`src/rtl/core/rtdc_pkg.sv`:
```
`timescale 1ns / 1ps
package rtdc_pkg;

    // default build values
    localparam int RTDC_CODE_BITS = 15;
    localparam int RTDC_FRAC_BITS = 24;

    // register and field widths
    localparam int REF_W  = 20;
    localparam int NOM_W  = 18;
    localparam int TEMP_W = 19;

    // register reset values
    localparam logic [REF_W-1:0] REF_RESET = 20'd43000;
    localparam logic [NOM_W-1:0] NOM_RESET = 18'd10000;

    // output limits in centidegrees
    localparam int TEMP_MAX = 200000;
    localparam int TEMP_MIN = -30000;

    // temperature clamp before scaling, in degrees
    localparam longint T_HI_DEG = 2100;
    localparam longint T_LO_DEG = -400;

    // configuration register indexes
    typedef enum logic [0:0] {
        CFG_REF = 1'b0,
        CFG_NOM = 1'b1
    } t_cfg_idx;

    // round(num * 2^fb / den), halves rounded away from zero, worked out at elaboration
    function automatic logic signed [63:0] qconst(input longint num, input longint den,
                                                  input int fb);
        logic [127:0] n;
        logic [127:0] r;
        logic [127:0] q;
        logic [63:0]  mag;
        logic         neg;
        neg = (num < 0);
        mag = neg ? 64'(-num) : 64'(num);
        n   = {64'd0, mag} << (fb + 1);
        r   = '0;
        q   = '0;
        for (int i = 127; i >= 0; i--) begin
            r = {r[126:0], n[i]};
            q = {q[126:0], 1'b0};
            if (r >= 128'(den)) begin
                r    = r - 128'(den);
                q[0] = 1'b1;
            end
        end
        q = (q + 128'd1) >> 1;
        return neg ? -$signed(q[63:0]) : $signed(q[63:0]);
    endfunction

endpackage

```
`src/rtl/core/rtdc_sqrt.sv`:
```
`timescale 1ns / 1ps
module rtdc_sqrt
    import rtdc_pkg::*;
#(
    parameter int FRAC_BITS = RTDC_FRAC_BITS,
    parameter int SIDE_W    = 1
) (
    input  logic                 i_clk,
    input  logic                 i_rst_n,
    input  logic                 i_valid,
    input  logic [FRAC_BITS:0]   i_u,
    input  logic [SIDE_W-1:0]    i_side,
    output logic                 o_valid,
    output logic [FRAC_BITS:0]   o_root,
    output logic [SIDE_W-1:0]    o_side
);

    localparam int RTW = FRAC_BITS + 1;
    localparam int RMW = FRAC_BITS + 3;
    localparam int NWD = 2 * FRAC_BITS + 2;
    localparam int NS  = RTW;

    logic              r_v    [0:NS];
    logic [NWD-1:0]    r_rad  [0:NS];
    logic [RMW-1:0]    r_rem  [0:NS];
    logic [RTW-1:0]    r_root [0:NS];
    logic [SIDE_W-1:0] r_side [0:NS];

    // radicand is u scaled up by the fraction width
    always_ff @(posedge i_clk) begin
        if (!i_rst_n) begin
            r_v[0] <= 1'b0;
        end else begin
            r_v[0] <= i_valid;
        end
    end

    always_ff @(posedge i_clk) begin
        r_rad[0]  <= NWD'({i_u, {FRAC_BITS{1'b0}}});
        r_rem[0]  <= '0;
        r_root[0] <= '0;
        r_side[0] <= i_side;
    end

    // one root bit per stage, two radicand bits consumed
    for (genvar k = 1; k <= NS; k++) begin : g_stage
        logic [RMW+1:0] n_rs;
        logic [RMW+1:0] n_trial;
        logic [RMW+1:0] n_rem;
        logic           n_ge;
        assign n_rs    = {r_rem[k-1], r_rad[k-1][NWD-1:NWD-2]};
        assign n_trial = (RMW+2)'({r_root[k-1], 2'b01});
        assign n_ge    = (n_rs >= n_trial);
        assign n_rem   = n_ge ? (n_rs - n_trial) : n_rs;

        always_ff @(posedge i_clk) begin
            if (!i_rst_n) begin
                r_v[k] <= 1'b0;
            end else begin
                r_v[k] <= r_v[k-1];
            end
        end

        always_ff @(posedge i_clk) begin
            r_rem[k]  <= n_rem[RMW-1:0];
            r_root[k] <= {r_root[k-1][RTW-2:0], n_ge};
            r_rad[k]  <= r_rad[k-1] << 2;
            r_side[k] <= r_side[k-1];
        end
    end

    assign o_valid = r_v[NS];
    assign o_root  = r_root[NS];
    assign o_side  = r_side[NS];

endmodule

```
`config.mk`:
```
export PLATFORM = sky130hd
export DESIGN_NAME = rtdc_sqrt
export DESIGN_NICKNAME = d
export VERILOG_FILES = /design/src/rtl/core/rtdc_pkg.sv /design/src/rtl/core/rtdc_sqrt.sv
export SDC_FILE = /design/constraint.sdc
export NUM_CORES = 2
export LEC_CHECK = 0
export CORE_ASPECT_RATIO = 0.7
export CORE_MARGIN = 3
export CORE_UTILIZATION = 65
export DETAILED_ROUTE_END_ITERATION = 10
export DONT_BUFFER_PORTS = 1
export PLACE_DENSITY = 0.79
export SYNTH_ARGS = -nofsm -noshare
export SYNTH_HDL_FRONTEND = slang
export SYNTH_SLANG_ARGS = --single-unit
```
`constraint.sdc`:
```
create_clock -name i_clk -period 6.6 [get_ports i_clk]
set_input_delay 0 -clock i_clk [delete_from_list [all_inputs] [get_ports i_clk]]
set_output_delay 0 -clock i_clk [all_outputs]
set_load 0.02 [all_outputs]
```
==> flow_metrics.env <==
export IMPL_status="finished, final reports clean"
export IMPL_slowest_stage="clkinv_1"
export IMPL_overflow=0
export IMPL_antenna_found_initial=2
export IMPL_max_stage_delay_ps=580
export IMPL_clockPowerShare_pct=35.1
export IMPL_synth_edf_count=0
export IMPL_peakVddDrop_uv=384
export IMPL_synth_ff_latch_count=1153
export IMPL_pwr_share_seq_pct=47.9
export IMPL_cp_end_kind="flop"
export IMPL_multi_input_area_mm2=0.0222
export IMPL_setup_violations=0
export IMPL_worst_slew_pin_slew_ps=1110
export IMPL_drt_first_pass_iters=8
export IMPL_ioPinCount=56
export IMPL_drive_above_1_share_pct=5.73
export IMPL_fin_crit_ps=3650
export IMPL_crit_type="reg2reg"
export IMPL_async_flop_share_pct=0
export IMPL_finalMaxSlewViolations=0
export IMPL_crit_path_start_kind="flop"
export IMPL_p_leak_nw=24.7
export IMPL_avgSynthCellArea_um2=9.53
export IMPL_power_total_mw=19.0
export IMPL_ys_types=82
export IMPL_placementRows=82
export IMPL_die_w_um=328
export IMPL_dieArea_mm2=0.0761
export IMPL_fmax_ghz=0.274
export IMPL_arrival_ps=4240
export IMPL_max_cap_viol_count=0
export IMPL_layout_common_cells="dfxtp_1 (1153), inv_1 (443), nand2_1 (354), nor2_1 (330), ha_1 (327)"
export IMPL_grtUsageTotal_pct=27.2
export IMPL_clk_path_buf_depth=3
export IMPL_drt_initial_drc_count=2961
export IMPL_cpLargestDelayFamily="compound AO/OA/AOI/OAI gates"
export IMPL_routabilityCongestion=0.915
export IMPL_synth_top_area_cell="dfxtp_1"
export IMPL_netlist_area_mm2=0.0473
export IMPL_final_common_cell="dfxtp_1"
export IMPL_rsz0062_at_grt="false"
export IMPL_routed_via_count=34913
export IMPL_yosysWarnings=0
export IMPL_grt_pass1_vias=33504
export IMPL_post_route_drc_count=0
export IMPL_slew_limit_headroom_pct=26.0
export IMPL_viasPerCell=5.72
export IMPL_p_sw_mw=5.46
export IMPL_p_int_mw=13.6
export IMPL_yosysTopAreaCellShare_pct=48.8
export IMPL_nets=5412
export IMPL_num_antenna_cells=0
export IMPL_io_buffers=0
export IMPL_cts_max_level=3
export IMPL_fp_dieH_um=232
export IMPL_hold_path_class="reg2reg"
export IMPL_crit_path_cell_trace="inv_1, ha_1, a2111oi_0, o211ai_1, nand3_1, a21boi_0, a41oi_1, o211a_1, buf_4, clkinv_1, nand3b_1, xnor2_1"
export IMPL_syn_to_final_growth_pct=11.4
export IMPL_powerDensity_mw_per_mm2=361
export IMPL_fin_crit_sh_pct=55.2
export IMPL_fp_coreArea_mm2=0.0718
export IMPL_cts_made_buffers=102
export IMPL_routedWlPerCell_um=17.0
export IMPL_p_comb_share_pct=17.0
export IMPL_syn_inst=4961
export IMPL_swShare_pct=28.7
export IMPL_hold_viol=0
export IMPL_cp_required_ps=7190
export IMPL_crit_fanout=24
export IMPL_clk_pin_slew_ps=70
export IMPL_syn_nets=5328
export IMPL_synth_seq_area_share_pct=48.8
export IMPL_ys_flop_type="dfxtp_1"
export IMPL_grt_pass1_wl_mm=171
export IMPL_cts_tree="done"
export IMPL_dpl_hpwl_mm=75.0
export IMPL_ant_nets=0
export IMPL_regArea_mm2=0.0231
export IMPL_fillers=5185
export IMPL_synth_area_leaders="dfxtp_1 (49%), ha_1 (8.7%), xor2_1 (4.1%)"
export IMPL_routed_wl_mm=104
export IMPL_finalSetupTns_ps=0
export IMPL_grt_max_degree=48
export IMPL_initial_core_util_pct=65.8
export IMPL_critPathBufInv=3
export IMPL_cts_root_buf="clkbuf_16"
export IMPL_cts_sinks=1153
export IMPL_skew_ps=26.6
export IMPL_clk_latency_ps=680
-- Yosys cell counts (41+ instances only) --
cell type / count
dfxtp_1: 1153
inv_1: 443
nand2_1: 354
nor2_1: 331
ha_1: 327
o21ai_0: 304
a21oi_1: 286
xor2_1: 222
xnor2_1: 200
nor3_1: 148
a21o_1: 96
nand3_1: 95
clkbuf_1: 78
nor4_1: 77
o21a_1: 65
or3_1: 57
o31ai_1: 55
nand2b_1: 51
nor2b_1: 49
and2_1: 47
or4_1: 42
nand4_1: 41
-- cell type report --
class / count / area share [%]
Sequential cell: 1153 / 43.8
Multi-Input combinational cell: 3272 / 42.1
Clock buffer: 125 / 5.38
Inverter: 448 / 3.19
Tap cell: 966 / 2.29
Clock inverter: 67 / 1.95
Timing Repair Buffer: 68 / 1.23
-- worst reg2reg max path: cells and delay by family, from the launching register on --
| family | cells | cell delay, ps |
|---|---|---|
| AOI/OAI and AO/OA | 5 | 1410 |
| buffers and inverters | 3 | 890 |
| and+or+nand+nor | 2 | 490 |
| DFF | 1 | 330 |
| adders and majority gates | 1 | 320 |
| xor gates and xnor gates | 1 | 130 |
-- cell families (layout without fill, tap and decap cells) --
family,after synthesis,in the layout,share of synthesized area (%)
mux,41,41,0.955
simple gates,1413,1413,15.0
fa+ha+maj,338,338,9.12
flops,1153,1153,48.8
other cells,1,1,0.00793
compound gates,1057,1057,14.0
xor+xnor,422,422,7.82
buf+inv,536,708,4.30
-- what timing repair did --
| action | 4_1_cts | 5_1_grt |
|---|---|---|
| hold buffers | 55 | 0 |
| setup buffers | 0 | 0 |
| endpoints found under the hold margin | 52 | 0 |
| resized for setup | 0 | 0 |
| endpoints found under the setup margin | 0 | 0 |
-- metal layers --
layer	vias to the layer above	global-route usage, %	routed length [um]
met4	2	7.41	2520
met2	1070	43.1	46100
li1	17321	-	-
met1	16315	38.6	48500
met5	-	0	13
met3	205	4.50	6850
-- power groups by stage --
stage / registers [mW] / logic (mW) / clock network, mW
2_1_floorplan: 8.87 / 2.52 / 0
3_3_place_gp: 9.21 / 3.03 / 0
3_5_place_dp: 9.23 / 3.11 / 0
4_1_cts: 9.09 / 3.19 / 6.77
5_1_grt: 9.24 / 3.60 / 7.06
6_report: 9.12 / 3.23 / 6.67
-- state kept, by name, indices dropped and copies added (netlist names) --
signal,cells
r_root,325
r_v,26
r_rad,181
r_rem,595
r_side,26
-- metrics by stage --
stage	area (um2)	utilization, %	hold slack, ps	setup WS [ps]	cells
floorplan	47300	-	27.7	3720	4961
global placement	48300	67.2	27.8	3170	5852
detailed placement	48300	67.2	27.8	3060	5852
CTS	52700	73.3	320	3010	6099
global route	52700	73.3	328	2680	6099
finish	52700	73.3	313	2950	6099
-- final timing paths --
path	start	end	slack, ps	depth (start not counted)
min	r_side[5][0]	r_side[5][1]	310	0
max	r_root[2][81]	r_rem[1][134]	2950	12
min reg2reg	r_side[5][0]	r_side[5][1]	310	0
max reg2reg	r_root[2][81]	r_rem[1][134]	2950	12
No activity file was read; power rests on OpenSTA's default activity.
