$ cat src/rtl/core/rtdc_pkg.sv
`timescale 1ns / 1ps
package rtdc_pkg;

    // default build values
    localparam int RTDC_CODE_BITS = 15;
    localparam int RTDC_FRAC_BITS = 24;

    // register and field widths
    localparam int REF_W  = 20;
    localparam int NOM_W  = 18;
    localparam int TEMP_W = 19;

    // register reset values
    localparam logic [REF_W-1:0] REF_RESET = 20'd43000;
    localparam logic [NOM_W-1:0] NOM_RESET = 18'd10000;

    // output limits in centidegrees
    localparam int TEMP_MAX = 200000;
    localparam int TEMP_MIN = -30000;

    // temperature clamp before scaling, in degrees
    localparam longint T_HI_DEG = 2100;
    localparam longint T_LO_DEG = -400;

    // configuration register indexes
    typedef enum logic [0:0] {
        CFG_REF = 1'b0,
        CFG_NOM = 1'b1
    } t_cfg_idx;

    // round(num * 2^fb / den), halves rounded away from zero, worked out at elaboration
    function automatic logic signed [63:0] qconst(input longint num, input longint den,
                                                  input int fb);
        logic [127:0] n;
        logic [127:0] r;
        logic [127:0] q;
        logic [63:0]  mag;
        logic         neg;
        neg = (num < 0);
        mag = neg ? 64'(-num) : 64'(num);
        n   = {64'd0, mag} << (fb + 1);
        r   = '0;
        q   = '0;
        for (int i = 127; i >= 0; i--) begin
            r = {r[126:0], n[i]};
            q = {q[126:0], 1'b0};
            if (r >= 128'(den)) begin
                r    = r - 128'(den);
                q[0] = 1'b1;
            end
        end
        q = (q + 128'd1) >> 1;
        return neg ? -$signed(q[63:0]) : $signed(q[63:0]);
    endfunction

endpackage

$ cat src/rtl/core/rtdc_div.sv
`timescale 1ns / 1ps
module rtdc_div
    import rtdc_pkg::*;
#(
    parameter int CODE_BITS = RTDC_CODE_BITS,
    parameter int FRAC_BITS = RTDC_FRAC_BITS
) (
    input  logic                   i_clk,
    input  logic                   i_rst_n,
    input  logic                   i_valid,
    input  logic [CODE_BITS-1:0]   i_code,
    input  logic [REF_W-1:0]       i_ref,
    input  logic [NOM_W-1:0]       i_nom,
    output logic                   o_valid,
    output logic [FRAC_BITS+4:0]   o_x
);

    localparam int NW = CODE_BITS + REF_W;
    localparam int DW = CODE_BITS + NOM_W;
    localparam int RW = DW + 6;
    localparam int QW = FRAC_BITS + 5;
    localparam int NS = QW;
    localparam logic [QW-1:0] X_MAX = QW'(16) << FRAC_BITS;

    logic [NOM_W-1:0] n_nom_fix;
    logic [RW-1:0]    n_den;
    logic [NW-1:0]    n_num;

    logic          r_v   [0:NS];
    logic [RW-1:0] r_rem [0:NS];
    logic [QW-1:0] r_q   [0:NS];
    logic          r_ovf [0:NS];
    logic          r_out_v;
    logic [QW-1:0] r_x;

    // divisor from the nominal register, zero taken as one
    assign n_nom_fix = (i_nom == '0) ? NOM_W'(1) : i_nom;
    assign n_den     = RW'({n_nom_fix, {CODE_BITS{1'b0}}});
    assign n_num     = NW'(i_code) * NW'(i_ref);

    // numerator stage and overflow check against 32 times the divisor
    always_ff @(posedge i_clk) begin
        if (!i_rst_n) begin
            r_v[0] <= 1'b0;
        end else begin
            r_v[0] <= i_valid;
        end
    end

    always_ff @(posedge i_clk) begin
        r_rem[0] <= RW'(n_num);
        r_q[0]   <= '0;
        r_ovf[0] <= (RW'(n_num) >= (n_den << 5));
    end

    // one quotient bit per stage, integer bits first
    for (genvar k = 1; k <= NS; k++) begin : g_stage
        logic [RW-1:0] n_rem_in;
        logic [RW-1:0] n_cmp;
        logic          n_ge;
        if (k <= 5) begin : g_int
            assign n_rem_in = r_rem[k-1];
            assign n_cmp    = n_den << (5 - k);
        end else begin : g_frac
            assign n_rem_in = {r_rem[k-1][RW-2:0], 1'b0};
            assign n_cmp    = n_den;
        end
        assign n_ge = (n_rem_in >= n_cmp);

        always_ff @(posedge i_clk) begin
            if (!i_rst_n) begin
                r_v[k] <= 1'b0;
            end else begin
                r_v[k] <= r_v[k-1];
            end
        end

        always_ff @(posedge i_clk) begin
            r_rem[k] <= n_ge ? (n_rem_in - n_cmp) : n_rem_in;
            r_q[k]   <= {r_q[k-1][QW-2:0], n_ge};
            r_ovf[k] <= r_ovf[k-1];
        end
    end

    // clamp ratio to 16
    always_ff @(posedge i_clk) begin
        if (!i_rst_n) begin
            r_out_v <= 1'b0;
        end else begin
            r_out_v <= r_v[NS];
        end
    end

    always_ff @(posedge i_clk) begin
        r_x <= (r_ovf[NS] || (r_q[NS] > X_MAX)) ? X_MAX : r_q[NS];
    end

    assign o_valid = r_out_v;
    assign o_x     = r_x;

endmodule

$ cat config.mk
export PLATFORM = sky130hd
export DESIGN_NAME = rtdc_div
export DESIGN_NICKNAME = d
export VERILOG_FILES = /design/src/rtl/core/rtdc_pkg.sv /design/src/rtl/core/rtdc_div.sv
export SDC_FILE = /design/constraint.sdc
export NUM_CORES = 2
export LEC_CHECK = 0
export ABC_AREA = 0
export BUFFER_PORTS_ARGS = -buffer_cell sky130_fd_sc_hd__buf_2
export CORE_UTILIZATION = 55
export CTS_BUF_LIST = sky130_fd_sc_hd__clkbuf_8 sky130_fd_sc_hd__clkbuf_16
export DETAILED_ROUTE_END_ITERATION = 10
export GPL_TIMING_DRIVEN = 0
export HOLD_SLACK_MARGIN = 0.03
export PLACE_DENSITY = 0.82
export SYNTH_ARGS = -nofsm -noshare
export SYNTH_HDL_FRONTEND = slang
export SYNTH_SLANG_ARGS = --single-unit
export TNS_END_PERCENT = 10
$ cat constraint.sdc
create_clock -name i_clk -period 7.7 [get_ports i_clk]
set_input_delay 0.385 -clock i_clk [delete_from_list [all_inputs] [get_ports i_clk]]
set_output_delay 0.385 -clock i_clk [all_outputs]
set_load 0.005 [all_outputs]
==> metrics.csv <==
metric,value,unit
status,finished with violations,
violations,setup timing,
drc,0,
leakage,34.3,nW
slew_headroom,18.0,%
clk_latency,0.78,ns
ys.flop_type,dfxtp_1,
finalHoldViolCount,0,
setup_violations,1,
clock.fmax,129,MHz
cts_made_buffers,139,
wl_per_cell,18.8,um
grt_max_degree,25,
skew,0.0371,ns
start_util,55.6,%
grt_overflow,0,
cap_violations,0,
rr_startpoint,r_rem[0][209],
fp.coreArea,126000,sq um
cts.reportedPaths.clkPinSlew,0.06,ns
fin_cells,9293,
syn-num-nets,8240,
antenna_found_initial,3,
cp-endpoint,r_ovf[0],
power_density,525,nW/um^2
cp_max_fo,10,
vdd_drop_max,792,uV
drive_gt1_share,7.88,%
h-tree-depth,4,
rows,130,
worst_path_most_repeated_cell,fa_1,
crit_arrival,8.40,ns
ys_warn_count,0,
die_y,359,um
postLayoutCoreUtil,62.1,%
synthToLayoutAreaGrowth,11.7,%
place_ws,-1.43,ns
fin_crit,7.74,ns
fin_ws,-0.0419,ns
synth-seq-area-share,39.7,%
cts_tree,built,
period_share,101,%
rr_worst_depth,13,
ctsRootBufferMaster,clkbuf_16,
slew_viol_final,0,
die_x,359,um
max-clock-path-buffers,3,
port_buffers,71,
drt_wl_total,174,mm
final_design_area_no_fill,78200,sq um
ys_seq_elements,1388,
worst-slew-pin-transition,1.20,ns
clock-sinks,1388,
grt_pass1_wl,279,mm
r2r-end,r_rem[0][263],
dieArea,129000,sq um
synthCells,7291,
dpl_cell_area,72800,sq um
required,8.36,ns
first_global_vias,53700,
avgViaCountPerCell,5.81,
slowest_stage,or4_4,
drtIter0Drc,4470,
boundaryPins,86,
switching_share,41.3,%
dp_cells,9030,
rrSetupSlack,3.31,ns
syn_avg_cell_area,9.60,sq um
dp_hpwl,128,mm
layout_commonest_cell,dfxtp_1,
grt_use_total,26.6,%
hold_path.class,input port to flop,
drt_first_pass_iters,6,
max_stage_delay,0.52,ns
syn_area,70000,sq um
startpoint_type,input port,
intPower,24.1,mW
p_clk_share,17.3,%
rsz0062_at_grt,yes,
pwr-share-comb,53.6,%
final_cell_mix,"1388 x dfxtp_1, 628 x ha_1, 572 x nand2_1",
place_congestion,0.981,
synth_edf_count,0,
worst-setup-path-type,input port to flop,
power.switching,17.0,mW
synth.distinct_cells,93,
postRouteAntennaNets,0,
nets,8484,
hold_depth,2,
seqPwrFrac,29.1,%
whs,0.0874,ns
async_flop_share,0,%
end_kind,flop,
num_vias,54000,
worstSetupStartpoint,i_code[5],
-- worst min-delay path by stage --
stage	startpoint	end	slack, ns
global placement	r_q[12][6]	r_q[13][7]	0.31
detailed placement	r_q[27][12]	r_q[28][13]	0.31
CTS	i_ref[0]	r_rem[0][0]	0.05
global route	i_ref[0]	r_rem[0][0]	0.07
finish	i_ref[0]	r_rem[0][0]	0.09
floorplan	r_ovf[9]	r_ovf[10]	0.31
-- timing repair --
item                                    in CTS  in global routing
pin swaps                                   18                 10
endpoints found under the setup margin       1                  1
hold buffers                                 4                  0
gates resized for setup                     61                 19
setup buffers                               10                  2
endpoints found under the hold margin        4                  0
-- metrics by stage --
step                      power [mW]  setup TNS, ns
after floorplan                 27.7              0
after global placement          31.8          -5.52
after detailed placement        32.5          -1.43
after CTS                       40.6              0
after global routing            44.2         -0.294
final                           41.1        -0.0419
-- synthesized netlist by cell type (all sizes together) (51+ instances only) --
cell    count  area [sq um]
inv       458          1720
o21bai     56           420
xor2      239          2090
o21ai     398          2010
or3        51           319
and2      236          1480
xnor2     307          2690
nand4      66           413
mux2      116          1310
clkbuf    133           499
dfxtp    1388         27800
a21oi     562          2820
ha        633          7920
nand2     572          2150
o21a       77           578
nand3     114           571
nor4       79           531
nor2      491          1840
a21o      228          1710
nand2b     75           469
fa        260          5200
a31oi      58           378
nor3      126           636
nor2b      88           551
-- power groups by stage --
| stage | combinational, mW | clock (mW) | sequential, mW |
|---|---|---|---|
| 2_1_floorplan | 16.4 | 0 | 11.3 |
| 3_3_place_gp | 19.8 | 0 | 11.9 |
| 3_5_place_dp | 20.5 | 0 | 12.0 |
| 4_1_cts | 21.5 | 7.20 | 11.9 |
| 5_1_grt | 24.4 | 7.53 | 12.2 |
| 6_report | 22.0 | 7.11 | 12.0 |
-- logic make-up (layout without fill, tap and decap cells) --
group / Yosys count / after routing / share of synthesized area (%)
buffers and inverters: 619 / 970 / 3.34
adder cells (fa/ha/maj): 893 / 893 / 18.7
AND/OR/NAND/NOR: 2055 / 2055 / 14.5
AO/OA/AOI/OAI: 1662 / 1662 / 14.9
other: 0 / 1 / 0
multiplexers: 128 / 128 / 2.04
XOR/XNOR: 546 / 546 / 6.83
flip-flops: 1388 / 1388 / 39.7
-- layout make-up --
cell class | count | area, sq um
Timing Repair Buffer | 106 | 888
Tap cell | 1650 | 2060
Multi-Input combinational cell | 5284 | 40100
Antenna cell | 1 | 2.50
Fill cell | 9867 | 47700
Clock inverter | 87 | 1190
Clock buffer | 161 | 3780
Buffer | 157 | 688
Sequential cell | 1388 | 27800
Inverter | 459 | 1720
-- state kept, by name, summed over array words and instances (netlist names) --
register / count
o_x: 29
o_valid: 1
r_v: 30
r_ovf: 30
r_q: 435
r_rem: 863
-- critical path, delay by kind of cell --
kind,cells,cell delay [ns]
adder cells (fa/ha/maj),8,3.45
buffers and inverters,6,0.77
XOR/XNOR,1,0.12
AND/OR/NAND/NOR,11,2.48
AO/OA/AOI/OAI,6,1.20
-- layer usage --
| metal | global-route usage (%) | up-vias | routed length, um |
|---|---|---|---|
| li1 | - | 25800 | - |
| met1 | 33.5 | 25600 | 71800 |
| met2 | 44.7 | 2115 | 81500 |
| met3 | 4.34 | 507 | 13200 |
| met4 | 12.1 | 0 | 7800 |
| met5 | 0 | - | 0 |
Power figures use the tool's default switching activity.
